==> src/design/pfat_pkg.sv <==
// ----------------------------------------------------------------------------
// pfat_pkg
// Shared types and constants of the printf format argument typer.
// ----------------------------------------------------------------------------
`timescale 1ns / 1ps

package pfat_pkg;

    // Result kinds (travel on m_tuser)
    typedef enum logic [1:0] {
        KIND_DESC    = 2'd0,
        KIND_VALID   = 2'd1,
        KIND_INVALID = 2'd2
    } kind_t;

    // Argument type classes
    typedef enum logic [2:0] {
        CLS_INT      = 3'd0,
        CLS_FLOAT    = 3'd1,
        CLS_PTR_INT  = 3'd2,
        CLS_PTR_CHAR = 3'd3,
        CLS_PTR_WIDE = 3'd4,
        CLS_PTR_VOID = 3'd5
    } cls_t;

    // Configuration register indexes
    localparam logic [1:0] CFG_ADDR_SIZE = 2'd0;
    localparam logic [1:0] CFG_FAMILY    = 2'd1;

    // Platform family codes
    localparam logic [1:0] FAM_WINDOWS = 2'd1;
    localparam logic [1:0] FAM_APPLE   = 2'd2;

    // Reset value of the pointer size register
    localparam logic [3:0] ADDR_SIZE_RESET = 4'd8;

    // Slots of a job's item mask, in emission order
    localparam int JOB_WSTAR = 0;
    localparam int JOB_PSTAR = 1;
    localparam int JOB_DESC  = 2;
    localparam int JOB_TERM  = 3;
    localparam int JOB_SLOTS = 4;

    // Byte width of an int argument consumed by a '*'
    localparam logic [4:0] STAR_WIDTH = 5'd4;

    // Output tdata width (15 payload bits padded to two bytes)
    localparam int TDATA_W = 16;

    typedef struct packed {
        cls_t       cls;
        logic [4:0] vw;
        logic [3:0] pw;
        logic       sg;
        logic       unc;
        logic       heu;
    } desc_t;

    // One classified character: which results it causes and their contents
    typedef struct packed {
        logic [JOB_SLOTS-1:0] mask;
        kind_t                term_kind;
        desc_t                desc;
    } job_t;

endpackage

==> src/design/pfat_queue.sv <==
// ----------------------------------------------------------------------------
// pfat_queue
// Small job queue between the classifier front and the emitter back.
// ----------------------------------------------------------------------------
`timescale 1ns / 1ps

module pfat_queue #(
    parameter int DEPTH = 4
) (
    input  logic            aclk,
    input  logic            aresetn,
    input  logic            push,
    input  pfat_pkg::job_t  push_job,
    output logic            full,
    input  logic            pop,
    output logic            head_valid,
    output pfat_pkg::job_t  head
);

    localparam int PTR_W = (DEPTH > 1) ? $clog2(DEPTH) : 1;
    localparam int CNT_W = $clog2(DEPTH + 1);

    pfat_pkg::job_t   store [DEPTH];
    logic [PTR_W-1:0] wr_ptr_reg, wr_ptr_next;
    logic [PTR_W-1:0] rd_ptr_reg, rd_ptr_next;
    logic [CNT_W-1:0] count_reg, count_next;

    assign full       = (count_reg == CNT_W'(DEPTH));
    assign head_valid = (count_reg != '0);
    assign head       = store[rd_ptr_reg];

    // Pointer wrap and occupancy
    always_comb begin
        wr_ptr_next = wr_ptr_reg;
        rd_ptr_next = rd_ptr_reg;
        count_next  = count_reg;
        if (push) begin
            wr_ptr_next = (wr_ptr_reg == PTR_W'(DEPTH - 1)) ? '0 : wr_ptr_reg + 1'b1;
        end
        if (pop) begin
            rd_ptr_next = (rd_ptr_reg == PTR_W'(DEPTH - 1)) ? '0 : rd_ptr_reg + 1'b1;
        end
        if (push && !pop) begin
            count_next = count_reg + 1'b1;
        end else if (pop && !push) begin
            count_next = count_reg - 1'b1;
        end
    end

    always_ff @(posedge aclk) begin
        if (!aresetn) begin
            wr_ptr_reg <= '0;
            rd_ptr_reg <= '0;
            count_reg  <= '0;
        end else begin
            wr_ptr_reg <= wr_ptr_next;
            rd_ptr_reg <= rd_ptr_next;
            count_reg  <= count_next;
        end
    end

    // Job storage
    always_ff @(posedge aclk) begin
        if (push) begin
            store[wr_ptr_reg] <= push_job;
        end
    end

endmodule

==> src/design/pfat_front.sv <==
// ----------------------------------------------------------------------------
// pfat_front
// Format string parser: walks the specification phases one character per
// cycle unless the queue is full, checks each conversion, queues its results.
// ----------------------------------------------------------------------------
`timescale 1ns / 1ps

module pfat_front (
    input  logic            aclk,
    input  logic            aresetn,
    input  logic            s_tvalid,
    output logic            s_tready,
    input  logic [7:0]      s_tdata,     // [7:0] text_char
    input  logic            s_tlast,     // end_of_string
    input  logic [3:0]      addr_size,
    input  logic [1:0]      family,
    input  logic            queue_full,
    output logic            push,
    output pfat_pkg::job_t  push_job
);

    typedef enum logic [3:0] {
        PH_PLAIN, PH_FLAGS, PH_WIDTH, PH_PREC_DOT, PH_PREC_START,
        PH_PREC_DIG, PH_LEN, PH_AFTER_H, PH_AFTER_L, PH_CONV
    } phase_t;

    typedef enum logic [3:0] {
        LEN_NONE, LEN_HH, LEN_H, LEN_L, LEN_LL, LEN_J, LEN_Z, LEN_T, LEN_CAPL
    } len_t;

    typedef enum logic [3:0] {
        CV_SINT, CV_OXX, CV_U, CV_FLT, CV_CHR, CV_STR, CV_PTR, CV_CNT, CV_PCT, CV_BAD
    } conv_t;

    localparam logic [7:0] CH_PERCENT = "%";
    localparam logic [7:0] CH_STAR    = "*";
    localparam logic [7:0] CH_DOT     = ".";

    // Flag bit positions
    localparam int FL_MINUS = 0;
    localparam int FL_PLUS  = 1;
    localparam int FL_SPACE = 2;
    localparam int FL_HASH  = 3;
    localparam int FL_ZERO  = 4;

    phase_t     phase_reg;
    logic [4:0] flags_reg;
    logic       wgiven_reg, wstar_reg, pgiven_reg, pstar_reg, failed_reg;
    len_t       len_reg;

    phase_t     ph;
    logic [4:0] fl;
    logic       wg, ws, pg, ps, fail;
    len_t       ln;
    logic       handled, conv_hit, is_digit, accept;

    conv_t           cv;
    logic            is_win, is_apple, a_zero;
    logic [3:0]      iw;
    logic [4:0]      w;
    logic            flags_ok, len_ok, wp_ok, desc_ok, has_desc;
    pfat_pkg::desc_t d;

    assign s_tready = !queue_full;
    assign accept   = s_tvalid && s_tready;
    assign is_digit = (s_tdata >= "0") && (s_tdata <= "9");
    assign is_win   = (family == pfat_pkg::FAM_WINDOWS);
    assign is_apple = (family == pfat_pkg::FAM_APPLE);
    assign a_zero   = (addr_size == 4'd0);

    // Phase walk for one character
    always_comb begin
        ph       = phase_reg;
        fl       = flags_reg;
        wg       = wgiven_reg;
        ws       = wstar_reg;
        pg       = pgiven_reg;
        ps       = pstar_reg;
        ln       = len_reg;
        handled  = 1'b0;
        conv_hit = 1'b0;
        if (!failed_reg) begin
            if (ph == PH_PLAIN) begin
                handled = 1'b1;
                if (s_tdata == CH_PERCENT) begin
                    ph = PH_FLAGS;
                    fl = '0;
                    wg = 1'b0;
                    ws = 1'b0;
                    pg = 1'b0;
                    ps = 1'b0;
                    ln = LEN_NONE;
                end
            end
            if (!handled && ph == PH_FLAGS) begin
                handled = 1'b1;
                case (s_tdata)
                    "-": fl[FL_MINUS] = 1'b1;
                    "+": fl[FL_PLUS]  = 1'b1;
                    " ": fl[FL_SPACE] = 1'b1;
                    "#": fl[FL_HASH]  = 1'b1;
                    "0": fl[FL_ZERO]  = 1'b1;
                    CH_STAR: begin
                        wg = 1'b1;
                        ws = 1'b1;
                        ph = PH_PREC_DOT;
                    end
                    default: begin
                        handled = 1'b0;
                        ph      = PH_WIDTH;
                    end
                endcase
            end
            if (!handled && ph == PH_WIDTH) begin
                if (is_digit) begin
                    wg      = 1'b1;
                    handled = 1'b1;
                end else begin
                    ph = PH_PREC_DOT;
                end
            end
            if (!handled && ph == PH_PREC_DOT) begin
                if (s_tdata == CH_DOT) begin
                    pg      = 1'b1;
                    ph      = PH_PREC_START;
                    handled = 1'b1;
                end else begin
                    ph = PH_LEN;
                end
            end
            if (!handled && ph == PH_PREC_START) begin
                if (s_tdata == CH_STAR) begin
                    ps      = 1'b1;
                    ph      = PH_LEN;
                    handled = 1'b1;
                end else begin
                    ph = PH_PREC_DIG;
                end
            end
            if (!handled && ph == PH_PREC_DIG) begin
                if (is_digit) begin
                    handled = 1'b1;
                end else begin
                    ph = PH_LEN;
                end
            end
            if (!handled && ph == PH_LEN) begin
                handled = 1'b1;
                case (s_tdata)
                    "h": begin ln = LEN_H;    ph = PH_AFTER_H; end
                    "l": begin ln = LEN_L;    ph = PH_AFTER_L; end
                    "j": begin ln = LEN_J;    ph = PH_CONV;    end
                    "z": begin ln = LEN_Z;    ph = PH_CONV;    end
                    "t": begin ln = LEN_T;    ph = PH_CONV;    end
                    "L": begin ln = LEN_CAPL; ph = PH_CONV;    end
                    default: begin
                        handled = 1'b0;
                        ph      = PH_CONV;
                    end
                endcase
            end
            if (!handled && ph == PH_AFTER_H) begin
                ph = PH_CONV;
                if (s_tdata == "h") begin
                    ln      = LEN_HH;
                    handled = 1'b1;
                end
            end
            if (!handled && ph == PH_AFTER_L) begin
                ph = PH_CONV;
                if (s_tdata == "l") begin
                    ln      = LEN_LL;
                    handled = 1'b1;
                end
            end
            // Anything still unhandled is the conversion character
            if (!handled) begin
                ph       = PH_PLAIN;
                conv_hit = 1'b1;
            end
        end
    end

    // Conversion character decode
    always_comb begin
        unique case (s_tdata) inside
            "d", "i":                               cv = CV_SINT;
            "o", "x", "X":                          cv = CV_OXX;
            "u":                                    cv = CV_U;
            "f", "F", "e", "E", "g", "G", "a", "A": cv = CV_FLT;
            "c":                                    cv = CV_CHR;
            "s":                                    cv = CV_STR;
            "p":                                    cv = CV_PTR;
            "n":                                    cv = CV_CNT;
            CH_PERCENT:                             cv = CV_PCT;
            default:                                cv = CV_BAD;
        endcase
    end

    // Integer width for the current length modifier; zero when unavailable
    always_comb begin
        case (ln)
            LEN_NONE:        iw = 4'd4;
            LEN_HH:          iw = 4'd1;
            LEN_H:           iw = 4'd2;
            LEN_L:           iw = a_zero ? 4'd0 : (is_win ? 4'd4 : addr_size);
            LEN_LL, LEN_J:   iw = 4'd8;
            LEN_Z, LEN_T:    iw = addr_size;
            default:         iw = 4'd0;
        endcase
    end

    // Legality checks and descriptor per conversion
    always_comb begin
        flags_ok = 1'b0;
        len_ok   = 1'b0;
        wp_ok    = 1'b1;
        desc_ok  = 1'b1;
        has_desc = 1'b1;
        w        = {1'b0, iw};
        d        = '{cls: pfat_pkg::CLS_INT, vw: 5'd4, pw: 4'd0, sg: 1'b1, unc: 1'b0,
                     heu: 1'b0};
        case (cv)
            CV_SINT, CV_OXX, CV_U: begin
                len_ok = (ln <= LEN_T);
                if (cv == CV_SINT) begin
                    flags_ok = !fl[FL_HASH];
                end else if (cv == CV_OXX) begin
                    flags_ok = !fl[FL_PLUS] && !fl[FL_SPACE];
                end else begin
                    flags_ok = !fl[FL_PLUS] && !fl[FL_SPACE] && !fl[FL_HASH];
                end
                if (ln == LEN_HH || ln == LEN_H) begin
                    // Promoted short types: signed int, guessed for unsigned forms
                    d.unc = (cv != CV_SINT);
                    d.heu = (cv != CV_SINT);
                end else begin
                    desc_ok = (iw != 4'd0);
                    d.vw    = w;
                    d.sg    = (cv == CV_SINT);
                end
            end
            CV_FLT: begin
                flags_ok = 1'b1;
                len_ok   = (ln == LEN_NONE) || (ln == LEN_L) || (ln == LEN_CAPL);
                d.cls    = pfat_pkg::CLS_FLOAT;
                d.sg     = 1'b0;
                d.vw     = 5'd8;
                if (ln == LEN_CAPL) begin
                    desc_ok = !a_zero;
                    if (!is_win && !is_apple) begin
                        d.vw = (addr_size == 4'd4) ? 5'd12 : 5'd16;
                    end
                end
            end
            CV_CHR: begin
                flags_ok = (fl[4:1] == '0);
                len_ok   = (ln == LEN_NONE) || (ln == LEN_L);
                wp_ok    = !pg;
                d.unc    = (ln == LEN_L);
                d.heu    = (ln == LEN_L);
            end
            CV_STR: begin
                flags_ok = (fl[4:1] == '0);
                len_ok   = (ln == LEN_NONE) || (ln == LEN_L);
                desc_ok  = !a_zero;
                d.pw     = addr_size;
                if (ln == LEN_L) begin
                    d.cls = pfat_pkg::CLS_PTR_WIDE;
                    d.vw  = is_win ? 5'd2 : 5'd4;
                    d.sg  = 1'b0;
                end else begin
                    d.cls = pfat_pkg::CLS_PTR_CHAR;
                    d.vw  = 5'd1;
                    d.unc = 1'b1;
                end
            end
            CV_PTR: begin
                flags_ok = (fl[4:1] == '0);
                len_ok   = (ln == LEN_NONE);
                wp_ok    = !pg;
                desc_ok  = !a_zero;
                d.cls    = pfat_pkg::CLS_PTR_VOID;
                d.vw     = 5'd0;
                d.sg     = 1'b0;
                d.pw     = addr_size;
            end
            CV_CNT: begin
                flags_ok = (fl == '0);
                len_ok   = (ln <= LEN_T);
                wp_ok    = !wg && !pg;
                desc_ok  = (iw != 4'd0) && !a_zero;
                d.cls    = pfat_pkg::CLS_PTR_INT;
                d.vw     = w;
                d.pw     = addr_size;
            end
            CV_PCT: begin
                flags_ok = (fl == '0);
                len_ok   = (ln == LEN_NONE);
                wp_ok    = !wg && !pg;
                has_desc = 1'b0;
            end
            default: begin
                desc_ok  = 1'b0;
            end
        endcase
    end

    // Job assembly and end-of-string verdict
    always_comb begin
        fail               = failed_reg;
        push_job.mask      = '0;
        push_job.term_kind = pfat_pkg::KIND_VALID;
        push_job.desc      = d;
        if (conv_hit) begin
            if (flags_ok && len_ok && wp_ok && desc_ok) begin
                push_job.mask[pfat_pkg::JOB_WSTAR] = ws;
                push_job.mask[pfat_pkg::JOB_PSTAR] = ps;
                push_job.mask[pfat_pkg::JOB_DESC]  = has_desc;
            end else begin
                fail = 1'b1;
            end
        end
        if (s_tlast) begin
            if (ph != PH_PLAIN) begin
                fail = 1'b1;
            end
            push_job.mask[pfat_pkg::JOB_TERM] = 1'b1;
            push_job.term_kind = fail ? pfat_pkg::KIND_INVALID : pfat_pkg::KIND_VALID;
        end
    end

    assign push = accept && (push_job.mask != '0);

    // Parser state; end of string returns everything to reset
    always_ff @(posedge aclk) begin
        if (!aresetn || (accept && s_tlast)) begin
            phase_reg  <= PH_PLAIN;
            flags_reg  <= '0;
            wgiven_reg <= 1'b0;
            wstar_reg  <= 1'b0;
            pgiven_reg <= 1'b0;
            pstar_reg  <= 1'b0;
            len_reg    <= LEN_NONE;
            failed_reg <= 1'b0;
        end else if (accept) begin
            phase_reg  <= ph;
            flags_reg  <= fl;
            wgiven_reg <= wg;
            wstar_reg  <= ws;
            pgiven_reg <= pg;
            pstar_reg  <= ps;
            len_reg    <= ln;
            failed_reg <= fail;
        end
    end

endmodule

==> src/design/pfat_back.sv <==
// ----------------------------------------------------------------------------
// pfat_back
// Result emitter: unrolls each queued job into its result transfers, one per
// cycle while m_tready allows, through a registered output stage.
// ----------------------------------------------------------------------------
`timescale 1ns / 1ps

module pfat_back (
    input  logic                          aclk,
    input  logic                          aresetn,
    input  logic                          head_valid,
    input  pfat_pkg::job_t                head,
    output logic                          pop,
    output logic                          m_tvalid,
    input  logic                          m_tready,
    output logic [pfat_pkg::TDATA_W-1:0]  m_tdata,
    output logic [1:0]                    m_tuser,
    output logic                          m_tlast
);

    logic [pfat_pkg::JOB_SLOTS-1:0] served_reg, served_next;
    logic [pfat_pkg::JOB_SLOTS-1:0] pending, pick;
    logic                           is_last, load;
    pfat_pkg::desc_t                item;
    pfat_pkg::kind_t                kind;

    logic                           m_tvalid_reg;
    logic [pfat_pkg::TDATA_W-1:0]   m_tdata_reg;
    pfat_pkg::kind_t                m_tuser_reg;
    logic                           m_tlast_reg;

    // Next slot of the head job, lowest first
    assign pending = head.mask & ~served_reg;
    assign pick    = pending & (~pending + 1'b1);
    assign is_last = ((pending & (pending - 1'b1)) == '0);
    assign load    = head_valid && (!m_tvalid_reg || m_tready);
    assign pop     = load && is_last;

    // Select the payload of the picked slot
    always_comb begin
        kind = pfat_pkg::KIND_DESC;
        item = '{cls: pfat_pkg::CLS_INT, vw: pfat_pkg::STAR_WIDTH, pw: 4'd0, sg: 1'b1,
                 unc: 1'b0, heu: 1'b0};
        if (pick[pfat_pkg::JOB_DESC]) begin
            item = head.desc;
        end else if (pick[pfat_pkg::JOB_TERM]) begin
            kind = head.term_kind;
            item = '0;
        end
    end

    always_comb begin
        served_next = served_reg;
        if (load) begin
            served_next = is_last ? '0 : (served_reg | pick);
        end
    end

    // Control state
    always_ff @(posedge aclk) begin
        if (!aresetn) begin
            served_reg   <= '0;
            m_tvalid_reg <= 1'b0;
        end else begin
            served_reg <= served_next;
            if (load) begin
                m_tvalid_reg <= 1'b1;
            end else if (m_tready) begin
                m_tvalid_reg <= 1'b0;
            end
        end
    end

    // Output payload
    always_ff @(posedge aclk) begin
        if (load) begin
            m_tdata_reg <= {1'b0, item.heu, item.unc, item.sg, item.pw, item.vw, item.cls};
            m_tuser_reg <= kind;
            m_tlast_reg <= is_last;
        end
    end

    assign m_tvalid = m_tvalid_reg;
    assign m_tdata  = m_tdata_reg;
    assign m_tuser  = m_tuser_reg;
    assign m_tlast  = m_tlast_reg;

endmodule

==> src/design/printf_format_argument_typer.sv <==
// ----------------------------------------------------------------------------
// printf_format_argument_typer
// Types the arguments a printf format string consumes, per target platform.
// ----------------------------------------------------------------------------
// Usage:
//   The s_ channel takes the format string one byte per transfer, s_tlast on
//   its final byte. The m_ channel returns one transfer per argument ('*'
//   width, '*' precision, then the conversion), plus a terminal transfer on
//   the final byte whose m_tuser says valid or invalid; m_tlast marks the
//   last result caused by one input byte. After an invalid verdict the
//   consumer drops that string's earlier descriptors.
//   The cfg channel sets pointer size (index 0) and platform family
//   (index 1); write it only while the block is idle. cfg_ready is always 1.
//   Path: a byte's first result passes through the job queue and then the
//   registered output stage before m_tvalid rises.
//   Throughput: one byte per cycle; a byte causing k results holds the
//   emitter until all k have transferred, and a QUEUE_DEPTH-entry job queue
//   lets the parser run ahead until it fills, at which point s_tready drops.
//   Reset: parser returns to plain text, queue empties, pointer size 8,
//   family other. A stalled m_ side holds its transfer and backs up the
//   queue, then the s_ side.
// ----------------------------------------------------------------------------
`timescale 1ns / 1ps

module printf_format_argument_typer #(
    parameter int QUEUE_DEPTH = 4
) (
    input  logic        aclk,
    input  logic        aresetn,
    // Format string input
    input  logic        s_tvalid,
    output logic        s_tready,
    input  logic [7:0]  s_tdata,    // [7:0] text_char
    input  logic        s_tlast,    // end_of_string
    // Result output
    output logic        m_tvalid,
    input  logic        m_tready,
    output logic [15:0] m_tdata,    // [2:0] type_class, [7:3] value_width,
                                    // [11:8] pointer_width, [12] is_signed,
                                    // [13] signedness_uncertain,
                                    // [14] type_heuristic, [15] zero
    output logic [1:0]  m_tuser,    // [1:0] item_kind
    output logic        m_tlast,    // last
    // Configuration writes
    input  logic        cfg_valid,
    output logic        cfg_ready,
    input  logic [1:0]  cfg_index,
    input  logic [3:0]  cfg_data
);

    logic [3:0]     addr_size_reg;
    logic [1:0]     family_reg;
    logic           queue_full, push, pop, head_valid;
    pfat_pkg::job_t push_job, head;

    assign cfg_ready = 1'b1;

    // Configuration registers
    always_ff @(posedge aclk) begin
        if (!aresetn) begin
            addr_size_reg <= pfat_pkg::ADDR_SIZE_RESET;
            family_reg    <= '0;
        end else if (cfg_valid && cfg_ready) begin
            case (cfg_index)
                pfat_pkg::CFG_ADDR_SIZE: addr_size_reg <= cfg_data;
                pfat_pkg::CFG_FAMILY:    family_reg    <= cfg_data[1:0];
                default: ;
            endcase
        end
    end

    pfat_front u_front (
        .aclk       (aclk),
        .aresetn    (aresetn),
        .s_tvalid   (s_tvalid),
        .s_tready   (s_tready),
        .s_tdata    (s_tdata),
        .s_tlast    (s_tlast),
        .addr_size  (addr_size_reg),
        .family     (family_reg),
        .queue_full (queue_full),
        .push       (push),
        .push_job   (push_job)
    );

    pfat_queue #(
        .DEPTH (QUEUE_DEPTH)
    ) u_queue (
        .aclk       (aclk),
        .aresetn    (aresetn),
        .push       (push),
        .push_job   (push_job),
        .full       (queue_full),
        .pop        (pop),
        .head_valid (head_valid),
        .head       (head)
    );

    pfat_back u_back (
        .aclk       (aclk),
        .aresetn    (aresetn),
        .head_valid (head_valid),
        .head       (head),
        .pop        (pop),
        .m_tvalid   (m_tvalid),
        .m_tready   (m_tready),
        .m_tdata    (m_tdata),
        .m_tuser    (m_tuser),
        .m_tlast    (m_tlast)
    );

endmodule

==> config.mk <==
export PLATFORM = sky130hd
export DESIGN_NAME = printf_format_argument_typer
export DESIGN_NICKNAME = d
export VERILOG_FILES = /design/src/design/pfat_pkg.sv /design/src/design/pfat_queue.sv /design/src/design/pfat_front.sv /design/src/design/pfat_back.sv /design/src/design/printf_format_argument_typer.sv
export SDC_FILE = /design/constraint.sdc
export NUM_CORES = 1
export LEC_CHECK = 0
export ABC_CLOCK_PERIOD_IN_PS = 8200
export BUFFER_PORTS_ARGS = -buffer_cell sky130_fd_sc_hd__buf_2
export CAP_MARGIN = 30
export CORE_ASPECT_RATIO = 0.8
export CORE_UTILIZATION = 50
export DETAILED_ROUTE_END_ITERATION = 8
export PLACE_DENSITY_LB_ADDON = 0.3
export SYNTH_ARGS = -nofsm -noshare
export SYNTH_HDL_FRONTEND = slang
export SYNTH_SLANG_ARGS = --single-unit
==> constraint.sdc <==
create_clock -name aclk -period 8.2 [get_ports aclk]
set_input_delay 1.64 -clock aclk [delete_from_list [all_inputs] [get_ports aclk]]
set_output_delay 1.64 -clock aclk [all_outputs]
set_load 0.005 [all_outputs]
==> results.tsv <==
stage	metric	value	unit
clock_network	clockBufferDepth	2	
detailed_routing	vias	5435	
power_and_ir_drop	power.leakage	2.924	nW
finish	fill_cells	1156	
detailed_routing	wl_per_cell	19.34	um
worst_setup_path	start_kind	primary input	
synthesis	ys_types	89	
synthesis	synth_warnings	0	
synthesis	synth-compound-area-share	0.1458	
detailed_routing	final_antenna_net_count	0	
worst_setup_path	cp_slowest_stage_delay	0.54	ns
hold_path	hp-class	reg2reg	
floorplanning	start_util	0.5131	
worst_setup_path	reg2reg_to	u_queue.count_reg[2]$_SDFFE_PN0P_	
worst_setup_path	crit_fanout	27	
timing	totalNegativeSetupSlack	0	ns
timing	finalClockSkew	0.009952	ns
finish	utilization	0.5817	
clock_network	htreeDepth	4	
timing	post-route-period-util	0.7825	
worst_setup_path	path_buf_inv	2	
floorplanning	die_h	110.3	um
worst_setup_path	r2r_slack	2.71	ns
synthesis	synth.avg_cell_area	11.17	um^2
worst_setup_path	cp-endpoint	u_queue.count_reg[2]$_SDFFE_PN0P_	
timing	period_minus_slack	6.416	ns
placed_design	place_hpwl	11990	um
worst_setup_path	critPathLaunch	s_tdata[4]	
global_route	grt_max_degree	32	
timing	maxSlewViolCount	0	
detailed_routing	first_pass_iters	7	
synthesis	synth_xor_area_frac	0.004776	
synthesis	ys_seq_area_frac	0.5212	
worst_setup_path	endpoint_kind	flop	
detailed_routing	via_per_inst	6.134	
synthesis	synth_area	7336	um^2
synthesis	ys_seq_elements	140	
detailed_routing	wl	17140	um
worst_setup_path	slowest_stage	or3b_2	
finish	drive_above_1_share	0.1838	
worst_setup_path	arrival	6.76	ns
timing	setup_violations	0	
synthesis	synth-simple-area-share	0.2008	
detailed_routing	drt_iter0_markers	489	
placed_design	place_area	7711	um^2
clock_network	post_cts_resized	0	
synthesis	synth-main-ff-cell	edfxtp_1	
timing	max-slew-margin-rel	0.3967	
finish	mostFrequentLayoutCells	edfxtp_1 (102), nor2_1 (59), nand2_1 (57)	
power_and_ir_drop	power_density	262.2	nW/um^2
clock_network	root_buffer	clkbuf_16	
synthesis	synth_edf_count	102	
finish	layout_commonest_cell	edfxtp_1	
clock_network	ctsHoldBuffers	0	
detailed_routing	drc	0	
synthesis	synthCells	657	
global_route	antenna_found_initial	0	
timing	rsz0062_at_grt	false	
clock_network	clk_pin_slew_worst_paths	0.06	ns
worst_setup_path	worst-path-stages	19	
job	maxCapViolCount	0	
clock_network	cts_buffers	17	
worst_setup_path	r2r_start	u_front.phase_reg[0]$_SDFFE_PP0P_	
synthesis	yosys-mux-area-fraction	0.08238	
worst_setup_path	path_delay_family	simple AND/OR/NAND/NOR gates	
finish	fin_area	8317	um^2
floorplanning	die_area	15160	um^2
power_and_ir_drop	vdd_drop_max	0.0001908	V
timing	timing.final.hold_violations	0	
synthesis	synth_top_family_by_area	simple AND/OR/NAND/NOR gates	
clock_network	cts_tree	done	
worst_setup_path	rr_worst_depth	18	
placed_design	place_congestion	0.9156	
synthesis	synth_nets	685	
worst_setup_path	crit_required	8.54	ns
placed_design	placedCellCount	854	
finish	finish.net_count	717	
clock_network	clk-insertion-delay-late	0.42	ns
timing	holdWs	0.4574	ns
finish	largest_reg_flops	84	
floorplanning	die_w	137.4	um
synthesis	async_flop_share	0	
global_route	grt_pass1_wl	27540	um
global_route	grt_overflow_total	0	
outcome	status	completed	
power_and_ir_drop	power.total	2.180	mW
worst_setup_path	path_class	in2reg	
finish	area_growth	13.37	%
synthesis	synthAdderAreaFrac	0.01603	
timing	finalWorstSetupSlack	1.784	ns
finish	diodes	0	
timing	fmax	155.9	MHz
timing	tightest_slew	0.9037	ns
floorplanning	fp-row-count	39	
clock_network	cts_setup_buffers	0	
worst_setup_path	path_cells	buf_2 > nor4b_2 > nand4_1 > o21ai_1 > a32oi_1 > or3b_2 > a2bb2oi_1 > o21a_1 > nor4_2 > a221o_1 > o211ai_1 > a31o_1 > o21ai_4 > ha_1 > inv_1 > fa_1 > xor2_1 > or3_1 > a21boi_0	
floorplanning	core-area	14300	um^2
global_route	groute.usage.overall	0.2437	
global_route	grt_pass1_vias	5293	
finish	fin_cells	886	
placed_design	post-place-ws	1.391	ns
floorplanning	num_io_pins	42	
clock_network	clock_sinks	140	
placed_design	io_buffer_count	39	
## cells in the mapped netlist, drive strengths merged, types with 4 or more instances
library cell	n	area (um^2)
a211oi	19	165.2
a21boi	4	30.03
a21o	4	30.03
a21oi	31	158.9
a22oi	8	73.82
a31oi	6	43.79
a32o	4	41.29
and2	17	106.4
and3	18	112.6
buf	11	55.05
clkbuf	25	93.84
dfxtp	38	760.7
edfxtp	102	3063
ha	7	87.58
inv	15	56.30
mux2i	12	120.1
mux4	21	473.0
nand2	57	214.0
nand2b	13	81.33
nand3	21	105.1
nand3b	5	37.54
nand4	4	25.02
nor2	59	221.5
nor2b	16	100.1
nor3	16	96.35
nor3b	6	50.05
nor4	8	56.30
o211ai	5	37.54
o21a	5	37.54
o21ai	22	125.1
o22ai	7	43.79
or2	4	25.02
or3	9	61.31
or3b	4	35.04
## per-layer routing
layer / global-route usage / routed length (um)
met5: 0 / 0
met4: 0.08870 / 274
met1: 0.3367 / 7994
met2: 0.3819 / 7953
met3: 0.04710 / 917
## how the worst min path moves through the flow
stage | from | endpoint | depth (start not counted) | slack, ns
2_1_floorplan | u_back.served_reg[3]$_SDFFE_PN0P_ | u_back.served_reg[3]$_SDFFE_PN0P_ | 2 | 0.43
3_3_place_gp | u_front.flags_reg[1]$_SDFFE_PP0P_ | u_front.flags_reg[1]$_SDFFE_PP0P_ | 2 | 0.44
3_5_place_dp | u_front.flags_reg[1]$_SDFFE_PP0P_ | u_front.flags_reg[1]$_SDFFE_PP0P_ | 2 | 0.45
4_1_cts | u_front.flags_reg[1]$_SDFFE_PP0P_ | u_front.flags_reg[1]$_SDFFE_PP0P_ | 2 | 0.46
5_1_grt | u_back.served_reg[3]$_SDFFE_PN0P_ | u_back.served_reg[3]$_SDFFE_PN0P_ | 2 | 0.49
6_report | u_back.served_reg[3]$_SDFFE_PN0P_ | u_back.served_reg[3]$_SDFFE_PN0P_ | 2 | 0.46
## tightest hold or removal path, stage by stage (launching register included)
cell and delay, ns:
dfxtp_1 0.32, a21oi_1 0.04, nor2_1 0.07
## final cells by class
cell class                      count  area (um^2)  share of cell area
Multi-Input combinational cell    466         3311              0.3981
Tap cell                          184        230.2             0.02768
Sequential cell                   140         3824              0.4598
Timing Repair Buffer               49        290.3             0.03490
Clock buffer                       17        425.4             0.05115
Inverter                           15        56.30            0.006770
Clock inverter                     15        180.2             0.02166
## power by group
group / switching [mW] / leakage [nW] / internal [mW]
logic: 0.279 / 1.37 / 0.219
registers: 0.0381 / 1.26 / 0.866
clock network: 0.320 / 0.291 / 0.459
total: 0.637 / 2.92 / 1.54
## logic make-up after synthesis
group           after synthesis
mux                          34
compound gates              146
other cells                   2
fa+ha+maj                     9
buf+inv                      51
xor+xnor                      4
flops                       140
simple gates                271
No activity file was read; power rests on OpenSTA's default activity.
